[config.mk]
export PLATFORM = sky130hd
export DESIGN_NAME = bpsd_regs
export DESIGN_NICKNAME = d
export VERILOG_FILES = /design/src/hdl/bitmap_pixel_stream_decoder_defines.svh /design/src/hdl/bpsd_pkg.sv /design/src/hdl/bpsd_regs.sv
export SDC_FILE = /design/constraint.sdc
export NUM_CORES = 1
export LEC_CHECK = 0
export BUFFER_PORTS_ARGS = -buffer_cell sky130_fd_sc_hd__buf_2
export CORE_MARGIN = 2
export CORE_UTILIZATION = 41
export CTS_CLUSTER_SIZE = 40
export DETAILED_ROUTE_END_ITERATION = 12
export PLACE_DENSITY = 0.8
export SLEW_MARGIN = 25
export SYNTH_ARGS = -nofsm -noshare
export SYNTH_HDL_FRONTEND = slang
export SYNTH_SLANG_ARGS = --single-unit
[constraint.sdc]
create_clock -name clk -period 1.2 [get_ports clk]
set_clock_uncertainty 0.05 [all_clocks]
set_input_delay 0.12 -clock clk [delete_from_list [all_inputs] [get_ports clk]]
set_output_delay 0.12 -clock clk [all_outputs]
set_load 0.005 [all_outputs]
[src/hdl/bitmap_pixel_stream_decoder_defines.svh]
// ----------------------------------------------------------------------------
// Bitmap pixel stream decoder: assertion macros
// Shared property wrappers, clocked on the rising edge, held off during reset.
// ----------------------------------------------------------------------------
`ifndef BITMAP_PIXEL_STREAM_DECODER_DEFINES_SVH
`define BITMAP_PIXEL_STREAM_DECODER_DEFINES_SVH

// Consequent must hold in the same cycle as the antecedent.
`define BPSD_ASSERT_SAME(label, clk, rst_n, ante, cons, msg) \
	label: assert property (@(posedge clk) disable iff (!rst_n) (ante) |-> (cons)) \
		else $error(msg);

// Consequent must hold in the cycle after the antecedent.
`define BPSD_ASSERT_NEXT(label, clk, rst_n, ante, cons, msg) \
	label: assert property (@(posedge clk) disable iff (!rst_n) (ante) |=> (cons)) \
		else $error(msg);

`endif

[src/hdl/bpsd_pkg.sv]
// ----------------------------------------------------------------------------
// bpsd_pkg
// Types, constants and helper functions of the bitmap pixel stream decoder.
// ----------------------------------------------------------------------------
`default_nettype none

package bpsd_pkg;

	localparam int MAX_DIM   = 4096;
	localparam int DIM_W     = $clog2(MAX_DIM + 1);
	localparam int CNT_W     = $clog2(MAX_DIM);
	localparam int PAL_DEPTH = 256;
	localparam int PAL_AW    = (PAL_DEPTH > 1) ? $clog2(PAL_DEPTH) : 1;
	localparam int PAL_DW    = 24;

	typedef enum logic [1:0] {
		FMT_IDX8   = 2'd0,
		FMT_RGB555 = 2'd1,
		FMT_RGB24  = 2'd2,
		FMT_RGB32  = 2'd3
	} fmt_t;

	typedef enum logic [1:0] {
		KIND_PIXEL   = 2'd0,
		KIND_PALETTE = 2'd1,
		KIND_START   = 2'd2
	} kind_t;

	typedef enum logic [1:0] {
		REG_FORMAT = 2'd0,
		REG_WIDTH  = 2'd1,
		REG_HEIGHT = 2'd2
	} reg_idx_t;

	typedef struct packed {
		fmt_t               fmt;
		logic [12:0]        width;
		logic signed [13:0] height;
	} cfg_t;

	typedef struct packed {
		logic [7:0]  red;
		logic [7:0]  green;
		logic [7:0]  blue;
		logic [11:0] row;
		logic [11:0] column;
		logic        frame_done;
	} px_t;

	// Pixel leaving the counter stage; colors come from the palette when use_pal.
	typedef struct packed {
		px_t  pix;
		logic use_pal;
		logic pal_black;
	} px_stage_t;

	typedef struct packed {
		logic       finished;
		logic [1:0] byte_cnt;
		logic [1:0] pad_cnt;
	} stat_t;

	// floor(v * 255 / 31)
	localparam logic [7:0] SCALE5_LUT [32] = '{
		8'd0,   8'd8,   8'd16,  8'd24,  8'd32,  8'd41,  8'd49,  8'd57,
		8'd65,  8'd74,  8'd82,  8'd90,  8'd98,  8'd106, 8'd115, 8'd123,
		8'd131, 8'd139, 8'd148, 8'd156, 8'd164, 8'd172, 8'd180, 8'd189,
		8'd197, 8'd205, 8'd213, 8'd222, 8'd230, 8'd238, 8'd246, 8'd255
	};

	function automatic logic [7:0] scale5(input logic [4:0] v);
		return SCALE5_LUT[v];
	endfunction

	function automatic logic [DIM_W-1:0] clamp_dim(input logic [13:0] v);
		logic [DIM_W-1:0] r;
		if (v == 14'd0) begin
			r = DIM_W'(1);
		end else if ({18'd0, v} > 32'(MAX_DIM)) begin
			r = DIM_W'(MAX_DIM);
		end else begin
			r = DIM_W'(v);
		end
		return r;
	endfunction

endpackage

`default_nettype wire

[src/hdl/bpsd_regs.sv]
// ----------------------------------------------------------------------------
// bpsd_regs
// APB configuration registers: pixel format, image width, image height.
// ----------------------------------------------------------------------------
`default_nettype none

module bpsd_regs import bpsd_pkg::*; (
	input  wire logic        clk,
	input  wire logic        arst_n,
	input  wire logic        psel,
	input  wire logic        penable,
	input  wire logic        pwrite,
	input  wire logic [3:0]  paddr,
	input  wire logic [31:0] pwdata,
	output logic      [31:0] prdata,
	output logic             pready,
	output cfg_t             cfg
);

	cfg_t       cfg_q;
	logic       wr_en;
	logic [1:0] idx;

	assign pready = 1'b1;
	assign wr_en  = psel && penable && pwrite;
	assign idx    = paddr[3:2];
	assign cfg    = cfg_q;

	always_ff @(posedge clk or negedge arst_n) begin
		if (!arst_n) begin
			cfg_q.fmt    <= FMT_RGB24;
			cfg_q.width  <= 13'd1;
			cfg_q.height <= 14'sd1;
		end else if (wr_en) begin
			case (idx)
				REG_FORMAT: cfg_q.fmt    <= fmt_t'(pwdata[1:0]);
				REG_WIDTH:  cfg_q.width  <= pwdata[12:0];
				REG_HEIGHT: cfg_q.height <= pwdata[13:0];
				default:    ;
			endcase
		end
	end

	always_comb begin
		case (idx)
			REG_FORMAT: prdata = {30'd0, cfg_q.fmt};
			REG_WIDTH:  prdata = {19'd0, cfg_q.width};
			REG_HEIGHT: prdata = {18'd0, cfg_q.height};
			default:    prdata = 32'd0;
		endcase
	end

endmodule

`default_nettype wire

==> metrics.md <==
| Metric | Value |
|---|---|
| Die ar. | `4060 sq um` |
| Global-route wire length before repair | `5460 um` |
| Share of cells above drive strength 1 | `0.611` |
| Die Y | `63.7 um` |
| CP Class | `flop to primary output` |
| CP startpoint | `cfg[0]` |
| DRC viols | `0` |
| Flops & latches, synth | `29` |
| Min-delay src | `pwdata[1]` |
| Status | `complete, but fails checks` |
| Number of synthesized flops with an enable pin | `0` |
| Post-Route Setup TNS | `-0.695 ns` |
| Register area share after synthesis | `0.499` |
| Placer Congestion | `0.705` |
| Maximum number of buffers from clock root to sink | `2` |
| Layout area overhead | `47.8%` |
| Final setup viols | `15` |
| Post-route clock period utilization | `1.15` |
| Share of the synthesized area in the top cell type | `0.445` |
| Slew Limit Fails | `0` |
| Post-synthesis cell type count | `19` |
| Worst path cell trace | `mux2i_1 > o21ai_1 > buf_2` |
| H-tree Lvls | `2` |
| CP Buf/Inv Count | `1` |
| Final ANT Viol Nets | `0` |
| Number of global-route vias before repair | `1163` |
| Sink Count | `29` |
| Synth top area cells | `dfrtp_1 (45%), mux2_2 (15%), mux2_4 (10%), buf_4 (9.8%), a22o_1 (6.6%)` |
| Ys async rst share | `1.00` |
| Final Hold Vio Count | `0` |
| Count leader, synth | `dfrtp_1` |
| Core box area | `3390 sq um` |
| WL/cell | `13.9 um` |
| Initial Utilization | `0.431` |
| Worst-skew pair later-pin latency | `0.31 ns` |
| Multi-input gate area | `647 sq um` |
| Top FF cell, synth | `dfrtp_1` |
| Worst R2R Path Depth | `3` |
| Data arrival, critical path | `1.21 ns` |
| CP max FO | `2` |
| Leakage | `0.00116 uW` |
| Worst Setup Start Kind | `flop` |
| Vias/cell | `between 4 and 5` |
| Hold Path Depth | `2` |
| Cell Area, Synth | `approximately 1500 sq um` |
| FILL cells | `274` |
| Ant diodes | `0` |
| Fmax | `723 MHz` |
| Synthesized instance count | `~110` |
| Num CTS Buffers | `5` |
| Initial antenna violation count | `0` |
| Count of buffers from port buffering | `63` |
| Hold WC Path Type | `input pin to flop` |
| Largest net degree at the start of global routing | `16` |
| Overall routed net length | `3520 um` |
| Max stage delay on crit path | `0.54 ns` |
| Die Span X | `63.7 um` |
| First-pass iteration count of the detailed router | `4` |
| NumNets Final | `248` |
| GRT overflow | `0` |
| Synth cell count leaders | `dfrtp_1 (26), buf_4 (19), mux2_2 (19), a22o_1 (11), mux2_4 (10)` |
| Max cap viols | `0` |
| Tot Pwr | `3030 uW` |
| VDD IR-drop max | `0.000878 V` |
| Hold endpoint | `cfg[15]` |
| End of the worst register-to-register path | `cfg[28]` |
| Synth warnings | `0` |
| Initial drt markers | `13` |
| Unrepaired setup endpoints after global routing | `true` |
| Vias | `roughly 1200` |
| Synthesized area per cell | `13.4 sq um` |
| CTS tree | `built` |
| Largest register FFs | `29` |
| Clock Pin Slew Worst Setup and Hold Paths | `0.08 ns` |
| Rows | `21` |
| Post-route minimum period | `1.38 ns` |
| Area leader, netlist | `dfrtp_1` |
| Failing checks | `setup timing` |
| Io pins | `103` |
| Final Core Density | `0.637` |
| Critical Path Sink Type | `primary output` |
| PnR worst setup slack | `-0.183 ns` |
| R2r setup slk | `0.20 ns` |
| Critical path's slowest cell | `dfstp_2` |
| Sequential Area | `729 sq um` |
| Crit Reg-Reg Startpoint | `cfg[28]` |
| Hpwl dp | `2340 um` |
| Overall global routing resource usage | `0.177` |
| CP delay by family, top | `flip-flops` |
| Pwr/cell area | `1400 nW/um^2` |
| Worst path required time | `approximately 1.0 ns` |
| Clock root buffer master | `clkbuf_4` |
## how the worst max path moves through the flow
| stage | end | slack (ns) | depth (start not counted) |
|---|---|---|---|
| global route | prdata[1] | -0.26 | 3 |
| finish | prdata[0] | -0.18 | 3 |
| global placement | prdata[12] | -0.39 | 4 |
| floorplan | cfg[15] | -0.11 | 5 |
| detailed placement | prdata[3] | -0.44 | 4 |
| CTS | prdata[1] | -0.14 | 3 |
## where the power goes
part           switching (uW)  internal [uW]  leakage, uW
Clock                     322            289    0.0000326
Combinational             356            664     0.000775
Sequential                177           1220     0.000350
## cells by family (layout without fill, tap and decap cells)
logic type,Yosys count,after routing,share of synthesized area
DFF,29,29,0.499
buffers and inverters,25,107,0.121
and+or+nand+nor,9,9,0.0394
AOI/OAI and AO/OA,13,13,0.0728
other,2,19,0.00514
muxes,31,31,0.263
## stage by stage
stage	std cells	setup slack [ns]	hold slack (ns)	instance area, sq um
final	254	-0.183	0.0172	2160
after global routing	254	-0.260	0.00334	2160
after CTS	245	-0.139	0.000667	2060
after detailed placement	221	-0.440	-0.00966	1830
after global placement	221	-0.392	-0.0104	1830
after floorplan	126	-0.112	-0.226	1560
## layout make-up
type	count	share of cell area
well taps	46	0.0267
flip-flops and latches	29	0.338
clock buffers	8	0.0272
multi-input cells	72	0.300
repair buffers	99	0.309
## routing by layer
layer | vias up | share of wire | GRT usage
li1 | 541 | - | -
met1 | 574 | 0.43 | 0.223
met2 | 56 | 0.51 | 0.293
met3 | 2 | 0.062 | 0.0589
met4 | 0 | 0.0028 | 0.0408
met5 | - | 0 | 0
## placed cells by master (no fill, tap or decap)
master,Yosys,final
clkbuf_4,0,5
buf_6,1,7
or3b_1,1,1
mux2_4,10,10
nor2b_4,0,2
o21ai_1,0,2
dlygate4sd3_1,0,14
clkbuf_8,0,1
a22o_1,11,11
dfstp_2,3,3
and2_1,1,1
nand2_1,2,2
nand3_4,0,1
mux2_2,19,19
buf_2,3,60
buf_12,0,1
dfrtp_1,26,26
nor3_1,1,1
conb_1,2,19
nor3b_2,1,1
mux2i_1,2,2
buf_4,19,17
clkbuf_1,2,2
## timing repair
item	CTS	global route
pin swaps	0	4
setup buffers	2	10
hold buffers	14	0
endpoints found under the setup margin	14	16
resized for setup	5	9
hold endpoints to repair	47	0
## worst register-to-register path, stage by stage (launching register included)
cell and delay, ns:
dfstp_2 0.39, buf_4 0.13, buf_6 0.11, mux2_2 0.25
Power figures use the tool's default switching activity.
