File: src/hdl/bitmap_pixel_stream_decoder_defines.svh
// ----------------------------------------------------------------------------
// Bitmap pixel stream decoder: assertion macros
// Shared property wrappers, clocked on the rising edge, held off during reset.
// ----------------------------------------------------------------------------
`ifndef BITMAP_PIXEL_STREAM_DECODER_DEFINES_SVH
`define BITMAP_PIXEL_STREAM_DECODER_DEFINES_SVH

// Consequent must hold in the same cycle as the antecedent.
`define BPSD_ASSERT_SAME(label, clk, rst_n, ante, cons, msg) \
	label: assert property (@(posedge clk) disable iff (!rst_n) (ante) |-> (cons)) \
		else $error(msg);

// Consequent must hold in the cycle after the antecedent.
`define BPSD_ASSERT_NEXT(label, clk, rst_n, ante, cons, msg) \
	label: assert property (@(posedge clk) disable iff (!rst_n) (ante) |=> (cons)) \
		else $error(msg);

`endif

File: src/hdl/bpsd_pkg.sv
// ----------------------------------------------------------------------------
// bpsd_pkg
// Types, constants and helper functions of the bitmap pixel stream decoder.
// ----------------------------------------------------------------------------
`default_nettype none

package bpsd_pkg;

	localparam int MAX_DIM   = 4096;
	localparam int DIM_W     = $clog2(MAX_DIM + 1);
	localparam int CNT_W     = $clog2(MAX_DIM);
	localparam int PAL_DEPTH = 256;
	localparam int PAL_AW    = (PAL_DEPTH > 1) ? $clog2(PAL_DEPTH) : 1;
	localparam int PAL_DW    = 24;

	typedef enum logic [1:0] {
		FMT_IDX8   = 2'd0,
		FMT_RGB555 = 2'd1,
		FMT_RGB24  = 2'd2,
		FMT_RGB32  = 2'd3
	} fmt_t;

	typedef enum logic [1:0] {
		KIND_PIXEL   = 2'd0,
		KIND_PALETTE = 2'd1,
		KIND_START   = 2'd2
	} kind_t;

	typedef enum logic [1:0] {
		REG_FORMAT = 2'd0,
		REG_WIDTH  = 2'd1,
		REG_HEIGHT = 2'd2
	} reg_idx_t;

	typedef struct packed {
		fmt_t               fmt;
		logic [12:0]        width;
		logic signed [13:0] height;
	} cfg_t;

	typedef struct packed {
		logic [7:0]  red;
		logic [7:0]  green;
		logic [7:0]  blue;
		logic [11:0] row;
		logic [11:0] column;
		logic        frame_done;
	} px_t;

	// Pixel leaving the counter stage; colors come from the palette when use_pal.
	typedef struct packed {
		px_t  pix;
		logic use_pal;
		logic pal_black;
	} px_stage_t;

	typedef struct packed {
		logic       finished;
		logic [1:0] byte_cnt;
		logic [1:0] pad_cnt;
	} stat_t;

	// floor(v * 255 / 31)
	localparam logic [7:0] SCALE5_LUT [32] = '{
		8'd0,   8'd8,   8'd16,  8'd24,  8'd32,  8'd41,  8'd49,  8'd57,
		8'd65,  8'd74,  8'd82,  8'd90,  8'd98,  8'd106, 8'd115, 8'd123,
		8'd131, 8'd139, 8'd148, 8'd156, 8'd164, 8'd172, 8'd180, 8'd189,
		8'd197, 8'd205, 8'd213, 8'd222, 8'd230, 8'd238, 8'd246, 8'd255
	};

	function automatic logic [7:0] scale5(input logic [4:0] v);
		return SCALE5_LUT[v];
	endfunction

	function automatic logic [DIM_W-1:0] clamp_dim(input logic [13:0] v);
		logic [DIM_W-1:0] r;
		if (v == 14'd0) begin
			r = DIM_W'(1);
		end else if ({18'd0, v} > 32'(MAX_DIM)) begin
			r = DIM_W'(MAX_DIM);
		end else begin
			r = DIM_W'(v);
		end
		return r;
	endfunction

endpackage

`default_nettype wire

File: src/hdl/bpsd_out_if.sv
// ----------------------------------------------------------------------------
// bpsd_out_if
// Output channel: one decoded pixel with its position.
// ----------------------------------------------------------------------------
`default_nettype none

interface bpsd_out_if;
	logic        valid;
	logic        ready;
	logic [7:0]  red;
	logic [7:0]  green;
	logic [7:0]  blue;
	logic [11:0] row;
	logic [11:0] column;
	logic        frame_done;

	modport source (output valid, red, green, blue, row, column, frame_done,
		input ready);
	modport sink (input valid, red, green, blue, row, column, frame_done,
		output ready);
endinterface

`default_nettype wire

File: src/hdl/bpsd_outq.sv
// ----------------------------------------------------------------------------
// bpsd_outq
// Palette read stage and output register; read stage waits for output room.
// ----------------------------------------------------------------------------
`default_nettype none

module bpsd_outq import bpsd_pkg::*; (
	input  wire logic                clk,
	input  wire logic                arst_n,
	input  wire logic                px_valid,
	input  wire px_stage_t           px,
	input  wire logic [PAL_DW-1:0]   pal_rdata,
	output logic                     in_ready,
	output logic                     s1_busy,
	bpsd_out_if.source               pix_out
);

	logic      s1_v_s1;
	px_stage_t px_s1;
	logic      out_v_q;
	px_t       out_q;
	logic      out_room;
	logic      s1_adv;
	px_t       merged;

	assign out_room = !out_v_q || pix_out.ready;
	assign s1_adv   = s1_v_s1 && out_room;
	assign in_ready = !s1_v_s1 || out_room;
	assign s1_busy  = s1_v_s1;

	// RAM data holds while stalled: a new lookup issues only on a transfer.
	always_comb begin
		merged = px_s1.pix;
		if (px_s1.use_pal) begin
			if (px_s1.pal_black) begin
				merged.red   = 8'd0;
				merged.green = 8'd0;
				merged.blue  = 8'd0;
			end else begin
				merged.red   = pal_rdata[23:16];
				merged.green = pal_rdata[15:8];
				merged.blue  = pal_rdata[7:0];
			end
		end
	end

	always_ff @(posedge clk or negedge arst_n) begin
		if (!arst_n) begin
			s1_v_s1 <= 1'b0;
			out_v_q <= 1'b0;
		end else begin
			if (in_ready) begin
				s1_v_s1 <= px_valid;
			end
			if (out_room) begin
				out_v_q <= s1_v_s1;
			end
		end
	end

	always_ff @(posedge clk) begin
		if (in_ready && px_valid) begin
			px_s1 <= px;
		end
		if (s1_adv) begin
			out_q <= merged;
		end
	end

	assign pix_out.valid      = out_v_q;
	assign pix_out.red        = out_q.red;
	assign pix_out.green      = out_q.green;
	assign pix_out.blue       = out_q.blue;
	assign pix_out.row        = out_q.row;
	assign pix_out.column     = out_q.column;
	assign pix_out.frame_done = out_q.frame_done;

endmodule

`default_nettype wire

File: src/flat_wrapper.sv
// flat-port wrapper written by rule: the top's interface ports become plain ports
module bpsd_outq_flat import bpsd_pkg::*;
  (clk, arst_n, px_valid, px, pal_rdata, in_ready, s1_busy, pix_out_valid, pix_out_red, pix_out_green, pix_out_blue, pix_out_row, pix_out_column, pix_out_frame_done, pix_out_ready);
  bpsd_out_if pix_out_i ();
  input  wire logic clk;
  input  wire logic arst_n;
  input  wire logic px_valid;
  input  wire px_stage_t px;
  input  wire logic [PAL_DW-1:0] pal_rdata;
  output logic in_ready;
  output logic s1_busy;
  output wire logic [$bits(pix_out_i.valid)-1:0] pix_out_valid;
  output wire logic [$bits(pix_out_i.red)-1:0] pix_out_red;
  output wire logic [$bits(pix_out_i.green)-1:0] pix_out_green;
  output wire logic [$bits(pix_out_i.blue)-1:0] pix_out_blue;
  output wire logic [$bits(pix_out_i.row)-1:0] pix_out_row;
  output wire logic [$bits(pix_out_i.column)-1:0] pix_out_column;
  output wire logic [$bits(pix_out_i.frame_done)-1:0] pix_out_frame_done;
  input wire logic [$bits(pix_out_i.ready)-1:0] pix_out_ready;
  assign pix_out_valid = pix_out_i.valid;
  assign pix_out_red = pix_out_i.red;
  assign pix_out_green = pix_out_i.green;
  assign pix_out_blue = pix_out_i.blue;
  assign pix_out_row = pix_out_i.row;
  assign pix_out_column = pix_out_i.column;
  assign pix_out_frame_done = pix_out_i.frame_done;
  assign pix_out_i.ready = pix_out_ready;
  bpsd_outq u_core (.clk(clk), .arst_n(arst_n), .px_valid(px_valid), .px(px), .pal_rdata(pal_rdata), .in_ready(in_ready), .s1_busy(s1_busy), .pix_out(pix_out_i));
endmodule
File: config.mk
export PLATFORM = sky130hd
export DESIGN_NAME = bpsd_outq_flat
export DESIGN_NICKNAME = d
export VERILOG_FILES = /design/src/hdl/bitmap_pixel_stream_decoder_defines.svh /design/src/hdl/bpsd_pkg.sv /design/src/hdl/bpsd_out_if.sv /design/src/hdl/bpsd_outq.sv /design/src/flat_wrapper.sv
export SDC_FILE = /design/constraint.sdc
export NUM_CORES = 1
export LEC_CHECK = 0
export BUFFER_PORTS_ARGS = -buffer_cell sky130_fd_sc_hd__buf_2
export CORE_UTILIZATION = 48
export CTS_CLUSTER_DIAMETER = 120
export DETAILED_ROUTE_END_ITERATION = 8
export PLACE_DENSITY = 0.86
export SYNTH_ARGS = -nofsm -noshare
export SYNTH_HDL_FRONTEND = slang
export SYNTH_SLANG_ARGS = --single-unit
export TNS_END_PERCENT = 5
File: constraint.sdc
create_clock -name clk -period 2.8 [get_ports clk]
set_clock_uncertainty 0.05 [all_clocks]
set_input_delay 0.28 -clock clk [delete_from_list [all_inputs] [get_ports clk]]
set_output_delay 0.28 -clock clk [all_outputs]
set_load 0.1 [all_outputs]
==> results of run 1 <==
metrics by stage:
stage                     cell area (sq um)  instances  total power [mW]  hold slack [ns]
final                                  4340        379              3.38           0.0420
after global routing                   4340        379              3.50           0.0178
after CTS                              4340        379              3.41           0.0229
after detailed placement               4130        362              2.53           0.0205
after global placement                 4130        362              2.52           0.0144
after floorplan                        3400        139              2.40          -0.0656
placed cells by master, fill, tap and decap left out, types with 2 or more instances in the layout:
master / n
buf_2: 130
clkbuf_8: 9
a22o_1: 5
inv_6: 2
clkinvlp_4: 2
a22o_2: 18
dfrtp_2: 2
edfxtp_1: 100
nand2b_1: 3
cell type report:
| cell class | instances | area, sq um |
|---|---|---|
| sequential | 102 | 3060 |
| fill | 454 | 2460 |
| timing repair buffer | 132 | 668 |
| multi-input combinational | 32 | 293 |
| clock buffer | 9 | 124 |
| tap | 96 | 120 |
| clock inverter | 7 | 71.3 |
| inverter | 1 | 3.75 |
state kept, by name, indices dropped and copies added (netlist names), 8 cells and up:
name	cells
u_core.px_s1	26
u_core.merged	25
u_core.pix_out.column	12
u_core.pix_out.row	12
u_core.pix_out.blue	8
u_core.pix_out.green	8
u_core.pix_out.red	8
routing by layer:
layer | global-route usage [%] | routed length [microns] | part of all wire [%] | up-vias
li1 | - | - | - | 843
met1 | 19.6 | 2390 | 40 | 847
met2 | 27.6 | 3110 | 52 | 88
met3 | 4.43 | 295 | 4.9 | 15
met4 | 9.55 | 168 | 2.8 | 0
met5 | 0 | 0 | 0 | -
cells by family (layout without fill, tap and decap cells):
family / Yosys count / count (layout)
AND/OR/NAND/NOR: 8 / 8
AO/OA/AOI/OAI: 24 / 24
flip-flops: 102 / 102
buffers and inverters: 5 / 149
synth_stat cells:
cell	count
nand3b_1	1
inv_2	1
and2_1	2
buf_6	4
edfxtp_1	100
nand2b_1	3
a22o_1	5
nand2_1	1
dfrtp_1	2
nor2b_4	1
a22o_2	18
o2bb2ai_1	1
final timing paths:
check	startpoint	slack, ns	end
max in group asynchronous	arst_n	2.39	u_core.pix_out.valid
worst min register to register	u_core.merged[20]	0.37	u_core.pix_out.row[7]
worst min-delay path	px[31]	0.04	u_core.px_s1[31]
worst max register to register	u_core.pix_out.valid	1.06	u_core.pix_out.column[5]
worst max-delay path	u_core.pix_out.valid	1.06	u_core.pix_out.column[5]
min in group asynchronous	arst_n	0.19	u_core.s1_busy
power groups by stage:
stage | sequential, mW | clock [mW] | combinational, mW
4_1_cts | 1.84 | 0.914 | 0.654
5_1_grt | 1.85 | 0.975 | 0.670
3_3_place_gp | 1.87 | 0 | 0.645
6_report | 1.84 | 0.888 | 0.651
3_5_place_dp | 1.88 | 0 | 0.652
2_1_floorplan | 2.31 | 0 | 0.0932
==> results.sh, run 1 <==
export IMPL_end_kind="flop"
export IMPL_max_cap_violations=0
export IMPL_p_sw_share_pct=30.9
export IMPL_antennaDiodeCount=0
export IMPL_grtUsageTotal_pct=16.6
export IMPL_ir_worst_vdd_v=0.000424
export IMPL_worst_slack_ns=1.06
export IMPL_worstMarginPinSlew_ns=0.634
export IMPL_synth_compound_area_share_pct=6.86
export IMPL_drt_pass1_iterations=4
export IMPL_status="finished, final reports clean"
export IMPL_fin_nets=357
export IMPL_hold_viol=0
export IMPL_clock_power_share_pct=26.3
export IMPL_hold_buffers=1
export IMPL_worst_ep_required_time_ns=2.76
export IMPL_fin_crit_sh_pct=62.0
export IMPL_p_per_area_nw_per_um2=780
export IMPL_drc=0
export IMPL_cts_setup_buffers=0
export IMPL_crit_path_start_kind="flop"
export IMPL_dieWidth_microns=86.1
export IMPL_antenna_found_initial=0
export IMPL_arrival_ns=1.69
export IMPL_yosys_area_share_adder_pct=0
export IMPL_clock_latency_ns=0.35
export IMPL_syn_area_per_cell_sq_um=24.4
export IMPL_yosysWarningCount=0
export IMPL_dp_hpwl_mm=4.35
export IMPL_max_stage_delay_ns=0.44
export IMPL_grt_first_pass_wirelength_mm=8.71
export IMPL_ys_top_cells_by_area="edfxtp_1 89%, a22o_2 5.3%, dfrtp_1 1.5%"
export IMPL_grt_setup_unrepaired="no"
export IMPL_synthMuxAreaShare_pct=0
export IMPL_synth_area_sq_um=3390
export IMPL_die_h_microns=86.1
export IMPL_fmax_mhz=576
export IMPL_cts_root_buf="clkbuf_8"
export IMPL_final_util_pct=63.8
export IMPL_h_tree_depth=3
export IMPL_synth_top_area_cell="edfxtp_1"
export IMPL_gr_total_overflow=0
export IMPL_slew_headroom_pct=57.7
export IMPL_synth_top_family_by_area="compound AO/OA/AOI/OAI gates"
export IMPL_internal_power_mw=2.34
export IMPL_cpLargestDelayFamily="simple AND/OR/NAND/NOR gates"
export IMPL_drive_above_1_share_pct=60.1
export IMPL_grt_max_degree=52
export IMPL_synth_xor_area_share_pct=0
export IMPL_core_area_sq_um=6790
export IMPL_setup_viol=0
export IMPL_synth_top_cell_area_share_pct=88.6
export IMPL_vias=1793
export IMPL_clk_path_buf_depth=2
export IMPL_path_depth=3
export IMPL_syn_num_nets=218
export IMPL_layout_area_overhead_vs_synth_pct=27.9
export IMPL_crit_path_top_delay_cell="buf_4"
export IMPL_rows=30
export IMPL_p_seq_share_pct=54.5
export IMPL_die_area_sq_um=7400
export IMPL_cts_repair_resized=0
export IMPL_dr_first_iter_drc_count=93
export IMPL_io_buffers=130
export IMPL_synth_simple_area_share_pct=1.66
export IMPL_initial_core_util_pct=49.9
export IMPL_slew_viol_final=0
export IMPL_critical_path_buf_inv_count=1
export IMPL_pin_count=131
export IMPL_switchingPower_mw=1.04
export IMPL_crit_type="flop to flop"
export IMPL_hold_depth=1
export IMPL_routed_wl_mm=5.97
export IMPL_p_leak_nw=1.73
export IMPL_yosysSeqAreaShare_pct=90.0
export IMPL_pwr_share_comb_pct=19.2
export IMPL_clkTransAtPathRegs_ns=0.10
export IMPL_worstPathCellList="nand2b_1 -> and2_2 -> buf_4"
export IMPL_cts_buffers=9
export IMPL_syn_inst=139
export IMPL_hp_class="primary input to flop"
export IMPL_place_ws_ns=1.04
export IMPL_min_period_ns=1.74
export IMPL_crit_fanout=33
export IMPL_clkSinkCount=102
export IMPL_grt_pass1_vias=1782
export IMPL_place_gp_congestion=0.733
export IMPL_vias_per_cell=4.73
export IMPL_r2r_cells=3
export IMPL_tritoncts="built"
export IMPL_wl_per_cell_microns=15.7
export IMPL_ant_nets=0
export IMPL_yosys_register_bits=102
export IMPL_tns_ns=0
export IMPL_yosysUniqueCellTypes=12
(Power assumes the default switching activity.)
==> run 2: changes to the inputs <==
- CORE_UTILIZATION: 48 -> 43
- PLACE_DENSITY: 0.86 -> 0.82
- clock period: 2.8 -> 1.5 ns (I/O delays scaled with it)
==> results.sh, run 2 (same netlist as run 1, synthesis figures left out) <==
export IMPL_status="finished, final reports clean"
export IMPL_place_gp_congestion=0.679
export IMPL_final_area_sq_um=4990
export IMPL_gr_total_overflow=0
export IMPL_grt_pass1_vias=2130
export IMPL_final_common_cell="buf_2"
export IMPL_die_h_microns=90.8
export IMPL_routed_top_layer="met4"
export IMPL_drc=0
export IMPL_path_depth=3
export IMPL_fin_nets=415
export IMPL_placed_area_sq_um=4230
export IMPL_rows=32
export IMPL_grt_setup_unrepaired="yes"
export IMPL_regMostFlops="u_core.px_s1"
export IMPL_hp_class="primary input to flop"
export IMPL_antenna_found_initial=0
export IMPL_final_cells=443
export IMPL_ant_nets=0
export IMPL_arrival_ns=1.25
export IMPL_fin_crit_sh_pct=96.7
export IMPL_drive_above_1_share_pct=51.6
export IMPL_max_stage_delay_ns=0.49
export IMPL_wl_per_cell_microns=15.1
export IMPL_cpLargestDelayFamily="flip-flops"
export IMPL_clkTransAtPathRegs_ns=0.09
export IMPL_drt_met1_wl_mm=2.59
export IMPL_clkSinkCount=102
export IMPL_dp_hpwl_mm=4.24
export IMPL_die_area_sq_um=8240
export IMPL_crit_path_start_kind="flop"
export IMPL_critical_path_buf_inv_count=2
export IMPL_worst_ep_required_time_ns=1.30
export IMPL_setup_viol=0
export IMPL_end_kind="output pin"
export IMPL_h_tree_depth=3
export IMPL_dp_cells=373
export IMPL_vias=2014
export IMPL_io_buffers=130
export IMPL_clk_path_buf_depth=2
export IMPL_slew_viol_final=0
export IMPL_cts_buffers=9
export IMPL_met3WireLength_microns=393
export IMPL_r2r_cells=3
export IMPL_crit_fanout=4
export IMPL_slew_headroom_pct=64.9
export IMPL_grtUsageTotal_pct=16.7
export IMPL_grt_first_pass_wirelength_mm=10.2
export IMPL_pin_count=131
export IMPL_worst_slack_ns=0.0492
export IMPL_drt_pass1_iterations=7
export IMPL_min_period_ns=1.45
export IMPL_antennaDiodeCount=0
export IMPL_cts_root_buf="clkbuf_8"
export IMPL_crit_type="flop to output pin"
export IMPL_clock_latency_ns=0.34
export IMPL_p_per_area_nw_per_um2=1330
export IMPL_grt_max_degree=29
export IMPL_final_cell_mix="129 x buf_2, 100 x edfxtp_1, 53 x dlygate4sd3_1"
export IMPL_layout_area_overhead_vs_synth_pct=47.0
export IMPL_crit_path_top_delay_cell="dfrtp_4"
export IMPL_dieWidth_microns=90.8
export IMPL_p_leak_nw=2.01
export IMPL_largest_register_ffs=26
export IMPL_tritoncts="built"
export IMPL_hold_viol=0
export IMPL_ir_worst_vdd_v=0.000674
export IMPL_routed_wl_mm=6.67
export IMPL_fmax_mhz=689
export IMPL_dr_first_iter_drc_count=46
export IMPL_place_ws_ns=0.134
export IMPL_hold_depth=2
export IMPL_initial_core_util_pct=44.1
export IMPL_vias_per_cell=4.55
export IMPL_max_cap_violations=0
export IMPL_worstMarginPinSlew_ns=0.526
export IMPL_worstPathCellList="nand3b_1 -> buf_6 -> buf_12"
export IMPL_hold_slack_ns=0.0366
export IMPL_met2WireLength_mm=3.60
export IMPL_core_area_sq_um=7690
==> run 2: changes by cell type in the layout (fill, tap and decap cells not counted), sizes merged <==
cell | before | now
buf | 131 | 137
bufinv | 1 | 2
clkbuf | 9 | 10
clkinv | 2 | 3
clkinvlp | 2 | 1
dlygate4sd3 | 1 | 53
inv | 3 | 1
==> run 2: cell type report <==
type | instances | area [sq um]
flip-flops and latches | 102 | 3060
fillers | 569 | 2700
repair buffers | 190 | 1290
multi-input cells | 32 | 293
clock buffers | 10 | 128
well taps | 102 | 128
clock inverters | 6 | 86.3
inverters | 1 | 3.75
==> run 2: power breakdown <==
group | internal, mW | switching [mW] | leakage (nW)
Combinational | 0.335 | 1.04 | 0.914
Clock | 0.938 | 0.863 | 0.106
Sequential | 3.38 | 0.0555 | 0.985
Total | 4.65 | 1.96 | 2.01
==> run 2: per-stage QoR <==
| step | power, mW | utilization, % | TNS, ns |
|---|---|---|---|
| after detailed placement | 4.77 | 55.0 | 0 |
| after CTS | 6.67 | 64.7 | 0 |
| after floorplan | 4.48 | - | -98.24 |
| final | 6.61 | 64.9 | 0 |
| after global routing | 6.81 | 64.9 | -0.0228 |
| after global placement | 4.74 | 55.0 | 0 |
==> run 2: worst paths after layout <==
| check | start | to | slack, ns |
|---|---|---|---|
| worst min register to register | u_core.merged[3] | u_core.pix_out.column[2] | 0.37 |
| worst max-delay path | u_core.s1_busy | in_ready | 0.05 |
| min in group asynchronous | arst_n | u_core.s1_busy | 0.06 |
| worst min-delay path | pal_rdata[21] | u_core.pix_out.red[5] | 0.04 |
| max in group asynchronous | arst_n | u_core.s1_busy | 1.23 |
| worst max register to register | u_core.s1_busy | u_core.px_s1[30] | 0.09 |
==> run 2: per-layer routing <==
layer	vias up	track usage, %
met4	0	5.82
met5	-	0
li1	961	-
met1	955	18.4
met3	10	5.72
met2	88	29.8
==> run 2: timing repair <==
action | in CTS | in global routing
buffers inserted | 0 | 1
endpoints found under the hold margin | 54 | 0
hold buffers | 53 | 0
gates resized for setup | 0 | 1
setup endpoints to repair | 0 | 1
