===== config.mk =====
export PLATFORM = sky130hd
export DESIGN_NAME = bpsd_ctrl
export DESIGN_NICKNAME = d
export VERILOG_FILES = /design/src/hdl/bitmap_pixel_stream_decoder_defines.svh /design/src/hdl/bpsd_pkg.sv /design/src/hdl/bpsd_ctrl.sv
export SDC_FILE = /design/constraint.sdc
export NUM_CORES = 1
export LEC_CHECK = 0
export ABC_CLOCK_PERIOD_IN_PS = 9690
export BUFFER_PORTS_ARGS = -buffer_cell sky130_fd_sc_hd__clkbuf_2
export CORE_ASPECT_RATIO = 1.5
export CORE_MARGIN = 2
export CORE_UTILIZATION = 50
export DETAILED_ROUTE_END_ITERATION = 6
export GPL_ROUTABILITY_DRIVEN = 1
export HOLD_SLACK_MARGIN = 0.1
export PLACE_DENSITY_LB_ADDON = 0.05
export SETUP_SLACK_MARGIN = 0.4
export SLEW_MARGIN = 30
export SYNTH_ARGS = -nofsm -noshare
export SYNTH_HDL_FRONTEND = slang
export SYNTH_SLANG_ARGS = --single-unit
export TNS_END_PERCENT = 10

===== constraint.sdc =====
create_clock -name clk -period 9.69 [get_ports clk]
set_input_delay 1.4535 -clock clk [delete_from_list [all_inputs] [get_ports clk]]
set_output_delay 1.4535 -clock clk [all_outputs]
set_load 0.05 [all_outputs]

===== src/hdl/bitmap_pixel_stream_decoder_defines.svh =====
// ----------------------------------------------------------------------------
// Bitmap pixel stream decoder: assertion macros
// Shared property wrappers, clocked on the rising edge, held off during reset.
// ----------------------------------------------------------------------------
`ifndef BITMAP_PIXEL_STREAM_DECODER_DEFINES_SVH
`define BITMAP_PIXEL_STREAM_DECODER_DEFINES_SVH

// Consequent must hold in the same cycle as the antecedent.
`define BPSD_ASSERT_SAME(label, clk, rst_n, ante, cons, msg) \
	label: assert property (@(posedge clk) disable iff (!rst_n) (ante) |-> (cons)) \
		else $error(msg);

// Consequent must hold in the cycle after the antecedent.
`define BPSD_ASSERT_NEXT(label, clk, rst_n, ante, cons, msg) \
	label: assert property (@(posedge clk) disable iff (!rst_n) (ante) |=> (cons)) \
		else $error(msg);

`endif


===== src/hdl/bpsd_pkg.sv =====
// ----------------------------------------------------------------------------
// bpsd_pkg
// Types, constants and helper functions of the bitmap pixel stream decoder.
// ----------------------------------------------------------------------------
`default_nettype none

package bpsd_pkg;

	localparam int MAX_DIM   = 4096;
	localparam int DIM_W     = $clog2(MAX_DIM + 1);
	localparam int CNT_W     = $clog2(MAX_DIM);
	localparam int PAL_DEPTH = 256;
	localparam int PAL_AW    = (PAL_DEPTH > 1) ? $clog2(PAL_DEPTH) : 1;
	localparam int PAL_DW    = 24;

	typedef enum logic [1:0] {
		FMT_IDX8   = 2'd0,
		FMT_RGB555 = 2'd1,
		FMT_RGB24  = 2'd2,
		FMT_RGB32  = 2'd3
	} fmt_t;

	typedef enum logic [1:0] {
		KIND_PIXEL   = 2'd0,
		KIND_PALETTE = 2'd1,
		KIND_START   = 2'd2
	} kind_t;

	typedef enum logic [1:0] {
		REG_FORMAT = 2'd0,
		REG_WIDTH  = 2'd1,
		REG_HEIGHT = 2'd2
	} reg_idx_t;

	typedef struct packed {
		fmt_t               fmt;
		logic [12:0]        width;
		logic signed [13:0] height;
	} cfg_t;

	typedef struct packed {
		logic [7:0]  red;
		logic [7:0]  green;
		logic [7:0]  blue;
		logic [11:0] row;
		logic [11:0] column;
		logic        frame_done;
	} px_t;

	// Pixel leaving the counter stage; colors come from the palette when use_pal.
	typedef struct packed {
		px_t  pix;
		logic use_pal;
		logic pal_black;
	} px_stage_t;

	typedef struct packed {
		logic       finished;
		logic [1:0] byte_cnt;
		logic [1:0] pad_cnt;
	} stat_t;

	// floor(v * 255 / 31)
	localparam logic [7:0] SCALE5_LUT [32] = '{
		8'd0,   8'd8,   8'd16,  8'd24,  8'd32,  8'd41,  8'd49,  8'd57,
		8'd65,  8'd74,  8'd82,  8'd90,  8'd98,  8'd106, 8'd115, 8'd123,
		8'd131, 8'd139, 8'd148, 8'd156, 8'd164, 8'd172, 8'd180, 8'd189,
		8'd197, 8'd205, 8'd213, 8'd222, 8'd230, 8'd238, 8'd246, 8'd255
	};

	function automatic logic [7:0] scale5(input logic [4:0] v);
		return SCALE5_LUT[v];
	endfunction

	function automatic logic [DIM_W-1:0] clamp_dim(input logic [13:0] v);
		logic [DIM_W-1:0] r;
		if (v == 14'd0) begin
			r = DIM_W'(1);
		end else if ({18'd0, v} > 32'(MAX_DIM)) begin
			r = DIM_W'(MAX_DIM);
		end else begin
			r = DIM_W'(v);
		end
		return r;
	endfunction

endpackage

`default_nettype wire


===== src/hdl/bpsd_ctrl.sv =====
// ----------------------------------------------------------------------------
// bpsd_ctrl
// Byte assembly, pad skipping, column/row counting and palette port control.
// ----------------------------------------------------------------------------
`default_nettype none

module bpsd_ctrl import bpsd_pkg::*; (
	input  wire logic              clk,
	input  wire logic              arst_n,
	input  wire logic              fire,
	input  wire logic [1:0]        kind,
	input  wire logic [7:0]        data_byte,
	input  wire logic [7:0]        palette_index,
	input  wire logic [31:0]       palette_word,
	input  wire cfg_t              cfg,
	output logic                   px_valid,
	output px_stage_t              px,
	output logic                   pal_we,
	output logic [PAL_AW-1:0]      pal_waddr,
	output logic [PAL_DW-1:0]      pal_wdata,
	output logic                   pal_re,
	output logic [PAL_AW-1:0]      pal_raddr,
	output stat_t                  stat
);

	logic [23:0]      acc_q;
	logic [1:0]       byte_q;
	logic [CNT_W-1:0] col_q;
	logic [CNT_W-1:0] row_q;
	logic [1:0]       pad_q;
	logic             fin_q;

	logic             is_pix;
	logic             complete;
	logic             top_down;
	logic [13:0]      hmag;
	logic [DIM_W-1:0] width_c;
	logic [DIM_W-1:0] rows_c;
	logic [DIM_W-1:0] col_inc;
	logic [DIM_W-1:0] row_inc;
	logic             row_end;
	logic             img_end;
	logic [1:0]       bpp;
	logic [1:0]       pad_new;
	logic [15:0]      w16;

	assign is_pix   = fire && (kind == KIND_PIXEL) && !fin_q;
	assign complete = is_pix && (pad_q == 2'd0) && (byte_q >= cfg.fmt);

	assign top_down = cfg.height[13];
	assign hmag     = top_down ? 14'(14'd0 - cfg.height) : cfg.height;
	assign width_c  = clamp_dim({1'b0, cfg.width});
	assign rows_c   = clamp_dim(hmag);
	assign col_inc  = {1'b0, col_q} + DIM_W'(1);
	assign row_inc  = {1'b0, row_q} + DIM_W'(1);
	assign row_end  = col_inc >= width_c;
	assign img_end  = row_inc >= rows_c;
	assign bpp      = 2'(cfg.fmt) + 2'd1;
	assign pad_new  = 2'd0 - 2'(width_c[1:0] * bpp);
	assign w16      = {data_byte, acc_q[7:0]};

	// Palette port: writes at transfer, lookups for completed indexed pixels.
	assign pal_we    = fire && (kind == KIND_PALETTE)
		&& ({1'b0, palette_index} < 9'(PAL_DEPTH));
	assign pal_waddr = PAL_AW'(palette_index);
	assign pal_wdata = palette_word[PAL_DW-1:0];
	assign pal_re    = complete && (cfg.fmt == FMT_IDX8);
	assign pal_raddr = PAL_AW'(data_byte);

	assign px_valid = complete;

	always_comb begin
		px = '0;
		px.pal_black = ({1'b0, data_byte} >= 9'(PAL_DEPTH));
		case (cfg.fmt)
			FMT_IDX8: begin
				px.use_pal = 1'b1;
			end
			FMT_RGB555: begin
				px.pix.red   = scale5(w16[14:10]);
				px.pix.green = scale5(w16[9:5]);
				px.pix.blue  = scale5(w16[4:0]);
			end
			FMT_RGB24: begin
				px.pix.red   = data_byte;
				px.pix.green = acc_q[15:8];
				px.pix.blue  = acc_q[7:0];
			end
			default: begin
				// 32-bit: the completing byte is the unused fourth one
				px.pix.red   = acc_q[23:16];
				px.pix.green = acc_q[15:8];
				px.pix.blue  = acc_q[7:0];
			end
		endcase
		if (top_down) begin
			px.pix.row = row_q;
		end else if ({1'b0, row_q} < rows_c) begin
			px.pix.row = CNT_W'(rows_c - DIM_W'(1) - {1'b0, row_q});
		end else begin
			px.pix.row = '0;
		end
		px.pix.column     = col_q;
		px.pix.frame_done = row_end && img_end;
	end

	always_ff @(posedge clk or negedge arst_n) begin
		if (!arst_n) begin
			acc_q  <= '0;
			byte_q <= '0;
			col_q  <= '0;
			row_q  <= '0;
			pad_q  <= '0;
			fin_q  <= 1'b0;
		end else if (fire && (kind == KIND_START)) begin
			acc_q  <= '0;
			byte_q <= '0;
			col_q  <= '0;
			row_q  <= '0;
			pad_q  <= '0;
			fin_q  <= 1'b0;
		end else if (is_pix) begin
			if (pad_q != 2'd0) begin
				pad_q <= pad_q - 2'd1;
			end else if (!complete) begin
				acc_q  <= acc_q | (24'(data_byte) << {byte_q, 3'b000});
				byte_q <= byte_q + 2'd1;
			end else begin
				acc_q  <= '0;
				byte_q <= '0;
				if (row_end) begin
					col_q <= '0;
					if (img_end) begin
						fin_q <= 1'b1;
						pad_q <= '0;
					end else begin
						row_q <= row_q + CNT_W'(1);
						pad_q <= pad_new;
					end
				end else begin
					col_q <= col_q + CNT_W'(1);
				end
			end
		end
	end

	assign stat.finished = fin_q;
	assign stat.byte_cnt = byte_q;
	assign stat.pad_cnt  = pad_q;

endmodule

`default_nettype wire


==> impl_summary.md, run 1 <==
Critical path
Data on the critical path is required at its endpoint by 8240 ps. The source of the worst register-to-register timing path is row_q[0]$_DFFE_PN0P_. The critical path is of the in2out type. Of all nets on the critical path, the largest fanout is 17. STA classifies the critical path endpoint as a primary output. The setup slack of the worst register-to-register path is 5600 ps. The worst register-to-register path has a depth of 13.

The data arrival at the endpoint of the critical path is 5540 ps. In this run the worst setup path begins at cfg[6]. The capturing instance or port of the critical path is px[21].

The reg-to-reg endpoint is row_q[5]$_DFFE_PN0P_. The kind of start point of the critical path is an input pin.

Yosys
By count the netlist is led by a21oi_1, nor2_1, ha_1, nand2_1, dfrtp_1. The biggest area contributor in the post-synthesis netlist is dfrtp_1. The cell with the most instances after synthesis is a21oi_1. The total standard cell area after synthesis is 5720 um2. The synthesized net count is 859. Synthesis handed over a netlist of 718 instances. The count of state elements after synthesis is 53. A synthesized cell averages 7.97 um2. The proportion of synthesized flip-flops having asynchronous set or reset is 100%. By area the synthesized netlist is led by dfrtp_1, ha_1, buf_4. After synthesis, the largest area contributor takes up 23.2% of total cell area. The sequential fraction of the synthesis area is 23.2%. The number of different library cells used by synthesis comes to 69. In the synthesized netlist the dominant register cell turns out to be dfrtp_1. The number of synthesized flops with an enable pin is 0. The number of warnings reported in the yosys synthesis log is 0.

Power and ir drop
Total power for the finished layout comes to 864 uW. Power spread over the standard cell area amounts to 140 nW/um2. For this design the static power due to leakage is 0.00291 uW. The largest voltage drop on the vdd net is 0.0849 mV.

STA
After routing, the total negative slack on setup checks comes to 0 ps. Setup violations remaining at the end of the flow were counted as 0. In the post-route analysis, the smallest setup slack over all paths is 2700 ps.

The final-report max-slew violation count was 0. The count of endpoints failing hold in the final timing report was 0. Setup repair after global routing left no endpoint under its margin. The headroom to the max-slew limit is 39.2%. The portion of the clock cycle consumed by the worst path in the final layout is 72.1%.

The clock period minus worst slack is 6990 ps. The achievable frequency is 0.143 GHz. The slew at the pin closest to its max-slew limit is 909 ps.

The worst clock skew is 7.42 ps.

Finish
The area used by multi-input combinational logic is 3780 um2. The area growth from synthesis to layout is 7.63%. The antenna diode count is 0. The share of cells above drive strength 1 is 18.4%.

The final-layout fill cell count is 1087. The register cell area after layout is 1330 um2. The net count reported at finish is 896.

Clock tree
CTS saw 53 sinks. The number of buffers on the longest clock path is 2. The TritonCTS clock tree is built. The number of setup buffers added after CTS is 0. The cell at the root of the clock tree is clkbuf_16. The H-tree generated during clock tree synthesis spans 2 levels. The clock transition time at the flip-flop clock pins of the worst setup and hold paths is 70 ps.

At the later pin of the worst-skew pair, clock insertion delay measures 300 ps. TritonCTS created 5 clock buffers. The post-cts resize count is 0. Buffers inserted to repair hold after CTS numbered 0.

Detailed routing
The detailed router finished its first iteration with 301 violations. Once detail routing completed, the nets flagged for antenna violations numbered 0. The number of vias per cell after detailed routing is 5.93.

For this block, the routed nets add up to 15.0 mm of wire. The final routed wire length divided by cell count is 16.6 um. The DRC violations left is 0. The length of the first detailed-routing pass in iterations is 5.

The total via count in the routed design is 5359.

Flow run
Across the run, the number of max-cap violations was 0.

Floorplan
The I/O pin count is 181. The initial core utilization is 51.5%. The core region is 11100 um2.

The die height is 135 um. The number of core rows is 47. The chip width is 91.4 um.

The die covers 12300 um2.

Placement
The post-placement worst setup slack is 2710 ps. The count of buffers added on input and output ports is 107. The congestion estimate from routability-driven global placement came to 0.959. The HPWL after detailed placement is 11.7 mm.

Global routing
The first global-routing pass estimated 25.1 mm of wire. Entering global routing, the biggest net connects 54 pins. The total overflow left after global routing is 0. The initial antenna violation count came to 0.

The via count of the first global-routing pass came to 5214. The overall global routing resource usage is 24.5%.

Run status
The flow ran to the end, and the final reports show no timing, DRC or antenna violations.

Hold path
The min-delay analysis places its worst path in the category reg2reg.
==> power breakdown <==
| part | switching [uW] | internal, uW | leakage, uW | total, uW |
|---|---|---|---|---|
| registers | 32.7 | 246 | 0.000724 | 279 |
| logic | 258 | 117 | 0.00210 | 375 |
| clock network | 80.7 | 129 | 0.0000841 | 210 |
| total | 372 | 492 | 0.00291 | 864 |
==> flip-flops by register name (all words and copies together), names as in the netlist <==
| register | cells |
|---|---|
| col_q | 12 |
| pad_q | 2 |
| fin_q | 1 |
| byte_q | 2 |
| row_q | 12 |
| acc_q | 24 |
==> stage by stage <==
stage / hold slack (ps) / utilization (%) / cell area [um2] / cells
floorplan: 462 / - / 5720 / 718
global placement: 479 / 53.8 / 5980 / 895
detailed placement: 484 / 53.8 / 5980 / 895
CTS: 502 / 55.4 / 6150 / 903
global route: 528 / 55.4 / 6160 / 903
finish: 499 / 55.4 / 6160 / 903
==> cells in the final DEF (no fill, tap or decap), drive strengths merged, types with 10 or more instances in the layout <==
| cell type | synthesis | final |
|---|---|---|
| inv | 34 | 34 |
| o31ai | 13 | 13 |
| a21oi | 67 | 67 |
| nand3 | 15 | 15 |
| nor3 | 22 | 22 |
| nand2 | 58 | 58 |
| ha | 58 | 58 |
| a22o | 24 | 24 |
| a31oi | 13 | 13 |
| xor2 | 22 | 22 |
| dfrtp | 53 | 53 |
| or4 | 12 | 12 |
| nand2b | 17 | 17 |
| xnor2 | 26 | 26 |
| o21ai | 27 | 27 |
| and2 | 10 | 10 |
| nor2 | 63 | 63 |
| clkbuf | 26 | 114 |
==> worst max-delay path, stage by stage <==
cell and delay (ps):
clkbuf_2 120, nor3_1 420, and2_0 380, o21ai_0 150
o21ai_2 380, inv_1 340, and2_1 250, ha_1 350
a21oi_1 200, o21ai_0 110, a21o_1 200, a21oi_1 150
o311a_1 500, a22o_1 240, clkbuf_2 290
==> layer usage <==
| layer | wire (um) | global-route usage (%) |
|---|---|---|
| met5 | 0 | 0 |
| met2 | 7770 | 45.1 |
| met4 | 520 | 10.0 |
| met1 | 6050 | 29.0 |
| met3 | 652 | 2.46 |
==> area by class of cell <==
class | count | area share, %
Clock inverter | 1 | 0.487
Multi-Input combinational cell | 550 | 61.4
Timing Repair Buffer | 111 | 9.18
Tap cell | 147 | 2.99
Sequential cell | 53 | 21.5
Inverter | 34 | 2.07
Clock buffer | 7 | 2.32
==> cell families (layout without fill, tap and decap cells) <==
group,after synthesis,count (layout),share of synthesized area [%]
other cells,1,1,0.0655
buf+inv,115,153,10.9
xor+xnor,48,48,7.34
flops,53,53,23.2
mux,1,1,0.175
compound gates,205,205,23.9
fa+ha+maj,59,59,13.0
simple gates,236,236,21.4
==> worst min path at each step <==
| stage | start | to | slack [ps] | cells after the start |
|---|---|---|---|---|
| global placement | acc_q[12]$_DFFE_PN0P_ | acc_q[12]$_DFFE_PN0P_ | 480 | 2 |
| global route | acc_q[17]$_DFFE_PN0P_ | acc_q[17]$_DFFE_PN0P_ | 530 | 2 |
| CTS | acc_q[20]$_DFFE_PN0P_ | acc_q[20]$_DFFE_PN0P_ | 500 | 2 |
| detailed placement | acc_q[20]$_DFFE_PN0P_ | acc_q[20]$_DFFE_PN0P_ | 480 | 2 |
| floorplan | acc_q[17]$_DFFE_PN0P_ | acc_q[17]$_DFFE_PN0P_ | 460 | 2 |
| finish | acc_q[20]$_DFFE_PN0P_ | acc_q[20]$_DFFE_PN0P_ | 500 | 2 |
Power figures use the tool's default switching activity.
==> inputs of run 2 (changes only) <==
- ABC_CLOCK_PERIOD_IN_PS: 9690 -> 6910
- clock period: 9.69 -> 6.91 ns (I/O delays scaled with it)
==> run 2 against run 1 <==
Net effect:
- register-to-register slack lost 2800 ps
- final area is essentially flat
- highest routed layer unchanged
- setup slack lost 2000 ps
- wire length grew 3.2%
- global-route usage grew 0.17 points
- clock skew shrank 1.7 ps
==> impl_summary.md, run 2 (same netlist as run 1, synthesis figures left out) <==
Run status
Status: finished clean (unchanged).

Critical path
The data arrival at the endpoint of the critical path is 5210 ps (was 5540 ps). The required time at the endpoint of the critical path was 5870 ps (was 8240 ps). The critical-path maximum fanout was 7 (was 17).

The critical setup path kind is in2out (unchanged). The sort of element at the end of the critical path is a primary output (unchanged). The kind of start point of the critical path is an input pin (unchanged). Crit path cell chain: clkbuf_2 -> inv_1 -> ha_1 -> nor3b_2 -> nor2_1 -> xnor2_1 -> nor4b_1 -> nand4b_1 -> o32ai_1 -> ha_1 -> fa_1 -> a21oi_1 -> o21ai_0 -> a311oi_1 -> a21oi_1 -> xor2_1 -> a22o_1 -> clkbuf_2 (was clkbuf_2 -> nor3_1 -> and2_0 -> o21ai_0 -> o21ai_2 -> inv_1 -> and2_1 -> ha_1 -> a21oi_1 -> o21ai_0 -> a21o_1 -> a21oi_1 -> o311a_1 -> a22o_1 -> clkbuf_2). The worst stage delay on the critical path was 450 ps (was 500 ps). The critical path's slowest cell is o32ai_1 (was o311a_1).

Clock tree
The number of setup buffers added after CTS came to 0 (unchanged). The cell at the root of the clock tree is clkbuf_16 (unchanged). The post-cts resize count is 0 (unchanged). The TritonCTS clock tree is built (unchanged). The total of hold buffers inserted after clock tree synthesis is 0 (unchanged). The clock insertion delay at the later pin of the skew report is 300 ps (about the same). The CTS buffer count is 5 (unchanged).

The clock transition time at the flip-flop clock pins of the worst setup and hold paths is 70 ps (about the same). The number of sinks handled by clock tree synthesis came to 53 (unchanged). The number of buffers on the longest clock path came to 2 (unchanged). The number of levels in the clock H-tree is 2 (unchanged).

Global routing
The total grt overflow is 0 (unchanged). The initial antenna violation count is 0 (unchanged). The overall global routing resource usage is 24.7% (was 24.5%). The pin count of the biggest net entering global routing is 54 (unchanged). The via count of the first global-routing pass came to 5120 (was 5214).

The wire length of the first global-routing pass came to 25.0 mm (was 25.1 mm).

Detailed routing
The antenna violation net count after detailed routing was 0 (unchanged). The number of vias per cell after detailed routing is 5.99 (was 5.93). The wire length after detailed routing was 15.5 mm (was 15.0 mm).

The length of the first detailed-routing pass in iterations was 5 (unchanged). The DRC violations left is 0 (unchanged). The total via count in the routed design is 5418 (was 5359). The first-iteration detailed-routing DRC count is 203 (was 301). The final routed wire length divided by cell count is 17.1 um (was 16.6 um).

Finish
The share of cells above drive strength 1 came to 18.5% (was 18.4%). The post-route core utilization came to 55.4% (about the same). The leading cell type in the layout, fill and taps excluded is clkbuf_2 (unchanged). The final-layout fill cell count came to 1100 (was 1087). Largest registers: acc_q (24), col_q (12), row_q (12) (unchanged). The number of flip-flops under the largest register name is 24 (unchanged). Commonest non-fill, non-tap cells in the layout: clkbuf_2, a21oi_1, nor2_1 (unchanged). The antenna diode count is 0 (unchanged). The register ranked first by flip-flop count is acc_q (unchanged). The net count reported at finish came to 897 (was 896).

The area added between synthesis and finish is 7.61% (was 7.63%).

Placement
The HPWL after detailed placement came to 12.1 mm (was 11.7 mm). The post-placement worst setup slack came to 725 ps (was 2710 ps). The placer congestion estimate is 0.953 (was 0.959). The count of input and output buffers is 107 (unchanged).

STA
Timing would allow up to 0.160 GHz. The final hold slack is 500 ps (was 499 ps). The portion of the clock cycle consumed by the worst path in the final layout is 90.4%. The count of endpoints failing hold in the final timing report came to 0 (unchanged). The headroom to the max-slew limit came to 38.2% (was 39.2%). The worst clock skew is 5.71 ps (was 7.42 ps). For the finished layout, the period the worst path requires is 6240 ps. The slew at the pin closest to its max-slew limit is 920 ps (was 909 ps).

The final-report max-slew violation count is 0 (unchanged). RSZ-0062 raised after global routing: no (unchanged). The final setup violation count was 0 (unchanged). The final critical-path setup slack is 666 ps (was 2700 ps). The setup TNS after final layout is 0 ps (unchanged).

Floorplan
The die height was 135 um (unchanged). The chip width was 91.4 um (unchanged). The initial core utilization is 51.5% (unchanged).

The area of the die was 12300 um2 (unchanged). The placeable core region is 11100 um2 (unchanged). The I/O pin count is 181 (unchanged). The number of core rows is 47 (unchanged).

Power and ir drop
The switching share of total power is 43.5% (was 43.0%). The power density normalized to cell area is 196 nW/um2 (was 140 nW/um2). The total net switching power is 525 uW (was 372 uW). The largest voltage drop on the vdd net came to 0.0985 mV (was 0.0849 mV). The cell leakage power is 0.00291 uW (about the same). The internal power contribution is 681 uW (was 492 uW). The clock network power share is 24.0% (was 24.3%). The combinational power share is 43.6% (was 43.4%). The sequential share of power is 32.4% (was 32.3%). The total chip power is 1210 uW (was 864 uW).

Hold path
The kind of path behind the tightest hold check is reg2reg (unchanged).

Flow run
The total of max-cap violations came to 0 (unchanged).
-- run 2: cell types whose count changed in the layout (fill, tap and decap cells not counted) --
cell,delta
inv_6,+1
clkbuf_8,-1
nor3_1,+1
buf_4,+1
clkbuf_1,-1
nor3_2,-1
clkinv_2,+1
-- run 2: layer usage --
| layer | routed length (um) | part of all wire [%] | vias to the layer above | global-route usage (%) |
|---|---|---|---|---|
| li1 | - | - | 2620 | - |
| met1 | 6200 | 40 | 2584 | 28.0 |
| met2 | 8040 | 52 | 163 | 46.1 |
| met3 | 636 | 4.1 | 51 | 2.73 |
| met4 | 592 | 3.8 | 0 | 11.1 |
| met5 | 0 | 0 | - | 0 |
-- run 2: worst max-delay path: cells and delay by family --
family / cells / cell delay [ps]
buffers and inverters: 3 / 480
adder cells (fa/ha/maj): 3 / 740
XOR/XNOR: 2 / 480
AO/OA/AOI/OAI: 6 / 1580
AND/OR/NAND/NOR: 4 / 890
-- run 2: path summary, 6_finish.rpt --
path                                        from                     to  slack (ps)  depth (start not counted)
setup / recovery                          cfg[0]                 px[25]         670                         18
setup reg to reg            row_q[0]$_DFFE_PN0P_   row_q[5]$_DFFE_PN0P_        2830                         12
hold reg to reg            acc_q[17]$_DFFE_PN0P_  acc_q[17]$_DFFE_PN0P_         500                          2
hold / removal             acc_q[17]$_DFFE_PN0P_  acc_q[17]$_DFFE_PN0P_         500                          2
max in group asynchronous                 arst_n   row_q[8]$_DFFE_PN0P_        5600                          2
min in group asynchronous                 arst_n  acc_q[20]$_DFFE_PN0P_         860                          2
-- run 2: per-stage QoR --
step,instances,instance area [um2]
6_report,904,6160
5_1_grt,904,6160
4_1_cts,904,6160
3_5_place_dp,896,5990
3_3_place_gp,896,5990
2_1_floorplan,718,5720
-- run 2: final cells by class --
class	instances	area, um2	share of cell area [%]
multi-input combinational	550	3780	61.4
sequential	53	1330	21.5
timing repair buffer	112	573	9.30
tap	147	184	2.99
inverter	34	128	2.07
clock buffer	5	125	2.03
clock inverter	3	43.8	0.711
-- run 2: power by group through the flow --
stage | Sequential, uW | Combinational [uW] | Clock, uW
finish | 391 | 527 | 289
global route | 397 | 575 | 309
CTS | 391 | 529 | 296
detailed placement | 396 | 526 | 0
global placement | 395 | 518 | 0
floorplan | 400 | 444 | 0
==> inputs of run 3 (changes only) <==
- CORE_UTILIZATION: 50 -> 30
==> run 3 against run 2 <==
Net effect:
- power grew 1.5%
- die area grew 64%
- cell count grew 12%
- maximum frequency grew 2.4%
- critical path type unchanged
- critical endpoint is now px[22]
==> impl_summary.md, run 3 (same netlist as run 1, synthesis figures left out) <==
Detailed routing
The DRC violations left is 0 (unchanged). The wire length after detailed routing is 17.1 mm (was 15.5 mm). The number of vias per cell after detailed routing is 5.21 (was 5.99). The first-iteration detailed-routing DRC count was 235 (was 203).

The antenna violation net count after detailed routing is 0 (unchanged). The total via count in the routed design came to 5269 (was 5418). The length of the first detailed-routing pass in iterations came to 4 (was 5).

The final routed wire length divided by cell count is 16.9 um (was 17.1 um).

Critical path
The kind of start point of the critical path is an input pin (unchanged). The count of buffering cells on the critical path with inverters included is 5 (was 3). The kind of cell adding the most delay to the critical path is compound AO/OA/AOI/OAI gates (unchanged). The cell count of the worst reg-to-reg path is 13 (was 12). The critical-path maximum fanout is 17 (was 7). The capturing instance or port of the critical path is px[22] (was px[25]).

The source of the worst register-to-register timing path is row_q[0]$_DFFE_PN0P_ (unchanged). The timing startpoint of the critical path is cfg[0] (unchanged). Crit path cell chain: clkbuf_2 -> inv_1 -> ha_1 -> nor3b_2 -> buf_4 -> nand4_1 -> o21ai_0 -> o21ai_2 -> inv_1 -> nand2_1 -> ha_1 -> a2111oi_0 -> a21oi_1 -> a21oi_1 -> o311a_1 -> a22o_1 -> clkbuf_2 (was clkbuf_2 -> inv_1 -> ha_1 -> nor3b_2 -> nor2_1 -> xnor2_1 -> nor4b_1 -> nand4b_1 -> o32ai_1 -> ha_1 -> fa_1 -> a21oi_1 -> o21ai_0 -> a311oi_1 -> a21oi_1 -> xor2_1 -> a22o_1 -> clkbuf_2). The sort of element at the end of the critical path is a primary output (unchanged). The setup slack of the worst register-to-register path is 2800 ps (was 2830 ps). The data arrival at the endpoint of the critical path is 5060 ps (was 5210 ps).

The critical setup path kind is in2out (unchanged). The critical path depth is 17 (was 18). The worst stage delay on the critical path is 540 ps (was 450 ps). The reg-to-reg endpoint was row_q[5]$_DFFE_PN0P_ (unchanged). The critical path's slowest cell was o311a_1 (was o32ai_1). The required time at the endpoint of the critical path is 5870 ps (about the same).

Floorplan
The initial core utilization is 30.7% (was 51.5%). The I/O pin count was 181 (unchanged). The placeable core region is 18600 um2 (was 11100 um2). The area of the die is 20200 um2 (was 12300 um2). The number of core rows was 61 (was 47). The chip width is 117 um (was 91.4 um). The die height is 173 um (was 135 um).

Power and ir drop
The power density normalized to cell area is 192 nW/um2 (was 196 nW/um2). The sequential share of power is 32.0% (was 32.4%). The clock network power share is 24.1% (was 24.0%). The cell leakage power came to 0.00294 uW (was 0.00291 uW).

The total chip power was 1220 uW (was 1210 uW). The switching share of total power was 44.1% (was 43.5%). The total net switching power is 540 uW (was 525 uW). The combinational power share is 43.8% (was 43.6%).

The largest voltage drop on the vdd net was 0.111 mV (was 0.0985 mV). The internal power contribution is 685 uW (was 681 uW).

STA
The setup TNS after final layout is 0 ps (unchanged). The count of endpoints failing hold in the final timing report is 0 (unchanged). The final setup violation count was 0 (unchanged). The headroom to the max-slew limit is 39.4% (was 38.2%). The achievable frequency is 0.164 GHz (was 0.160 GHz). The worst clock skew came to 7.50 ps (was 5.71 ps). The final-report max-slew violation count came to 0 (unchanged). RSZ-0062 raised after global routing: no (unchanged). The clock period minus worst slack is 6100 ps (was 6240 ps). The portion of the clock cycle consumed by the worst path in the final layout came to 88.2% (was 90.4%). The final critical-path setup slack is 814 ps (was 666 ps). The slew at the pin closest to its max-slew limit is 907 ps (was 920 ps).

Placement
The placer congestion estimate is 0.807 (was 0.953). The count of input and output buffers was 107 (unchanged). The post-placement worst setup slack is 482 ps (was 725 ps). The number of placed instances with taps included is 1004 (was 896). The post-placement cell area came to 6180 um2 (was 5990 um2).

The HPWL after detailed placement is 13.4 mm (was 12.1 mm).

Clock tree
The TritonCTS clock tree is built (unchanged). The CTS buffer count is 5 (unchanged). The number of sinks handled by clock tree synthesis is 53 (unchanged). The number of levels in the clock H-tree is 2 (unchanged). The clock transition time at the flip-flop clock pins of the worst setup and hold paths was 70 ps (about the same). The cell at the root of the clock tree is clkbuf_16 (unchanged). The total of hold buffers inserted after clock tree synthesis is 0 (unchanged). The number of setup buffers added after CTS came to 0 (unchanged).

The clock insertion delay at the later pin of the skew report is 300 ps (about the same). The number of buffers on the longest clock path is 2 (unchanged).

Finish
The net count reported at finish is 900 (was 897). The area added between synthesis and finish is 11.2% (was 7.61%). Largest registers: acc_q (24), col_q (12), row_q (12) (unchanged). The register ranked first by flip-flop count is acc_q (unchanged). The leading cell type in the layout, fill and taps excluded is clkbuf_2 (unchanged). The final-layout fill cell count was 2016 (was 1100).

The final instance area came to 6360 um2 (was 6160 um2). Commonest non-fill, non-tap cells in the layout: clkbuf_2, a21oi_1, nor2_1 (unchanged). The number of flip-flops under the largest register name is 24 (unchanged). The antenna diode count is 0 (unchanged). The share of cells above drive strength 1 came to 19.3% (was 18.5%). The number of standard cells in the layout, taps in and fillers out is 1012 (was 904).

Global routing
The initial antenna violation count is 0 (unchanged). The total grt overflow is 0 (unchanged). The pin count of the biggest net entering global routing is 54 (unchanged).

The overall global routing resource usage is 16.6% (was 24.7%). The wire length of the first global-routing pass is 27.0 mm (was 25.0 mm). The via count of the first global-routing pass is 5259 (was 5120).

Hold path
The kind of path behind the tightest hold check is reg2reg (unchanged).

Run status
Status: finished clean (unchanged).

Flow run
The total of max-cap violations came to 0 (unchanged).
## run 3: tightest hold or removal path: cells and delay by family, from the launching register on
kind | cells | cell delay, ps
DFF | 1 | 350
AOI/OAI and AO/OA | 1 | 40
and+or+nand+nor | 1 | 70
## run 3: metal layers
| layer | vias to the layer above | track usage (%) | share of wire, % |
|---|---|---|---|
| met5 | - | 0 | 0 |
| met4 | 0 | 4.12 | 2.1 |
| met3 | 26 | 1.58 | 3.3 |
| met2 | 111 | 32.1 | 55 |
| met1 | 2504 | 18.9 | 40 |
| li1 | 2628 | - | - |
## run 3: metrics by stage
stage / hold slack [ps] / util [%]
after CTS: 504 / 34.1
after floorplan: 462 / -
after detailed placement: 486 / 33.2
final: 498 / 34.2
after global routing: 521 / 34.2
after global placement: 482 / 33.0
## run 3: worst min path at each step
| stage | from | endpoint | cells after the start |
|---|---|---|---|
| after detailed placement | acc_q[21]$_DFFE_PN0P_ | acc_q[21]$_DFFE_PN0P_ | 2 |
| final | acc_q[21]$_DFFE_PN0P_ | acc_q[21]$_DFFE_PN0P_ | 2 |
| after floorplan | acc_q[17]$_DFFE_PN0P_ | acc_q[17]$_DFFE_PN0P_ | 2 |
| after CTS | acc_q[21]$_DFFE_PN0P_ | acc_q[21]$_DFFE_PN0P_ | 2 |
| after global placement | acc_q[13]$_DFFE_PN0P_ | acc_q[13]$_DFFE_PN0P_ | 2 |
| after global routing | acc_q[18]$_DFFE_PN0P_ | acc_q[18]$_DFFE_PN0P_ | 2 |
## run 3: power groups by stage
stage               Combinational (uW)  Clock, uW  Sequential, uW
floorplan                          444          0             400
global placement                   530          0             397
detailed placement                 538          0             399
CTS                                541        306             393
global route                       588        318             399
finish                             537        296             392
## run 3: final cells by class
cell class                 count  area [um2]  area share, %
sequential                    53        1330           20.8
clock inverter                 3        43.8          0.688
timing repair buffer         115         616           9.67
inverter                      34         128           2.01
multi-input combinational    550        3810           59.9
tap                          252         315           4.95
clock buffer                   5         125           1.97
## run 3: what timing repair did
action | CTS | global route
hold endpoints to repair | 0 | 0
gates resized for setup | 0 | 2
endpoints found under the setup margin | 0 | 12
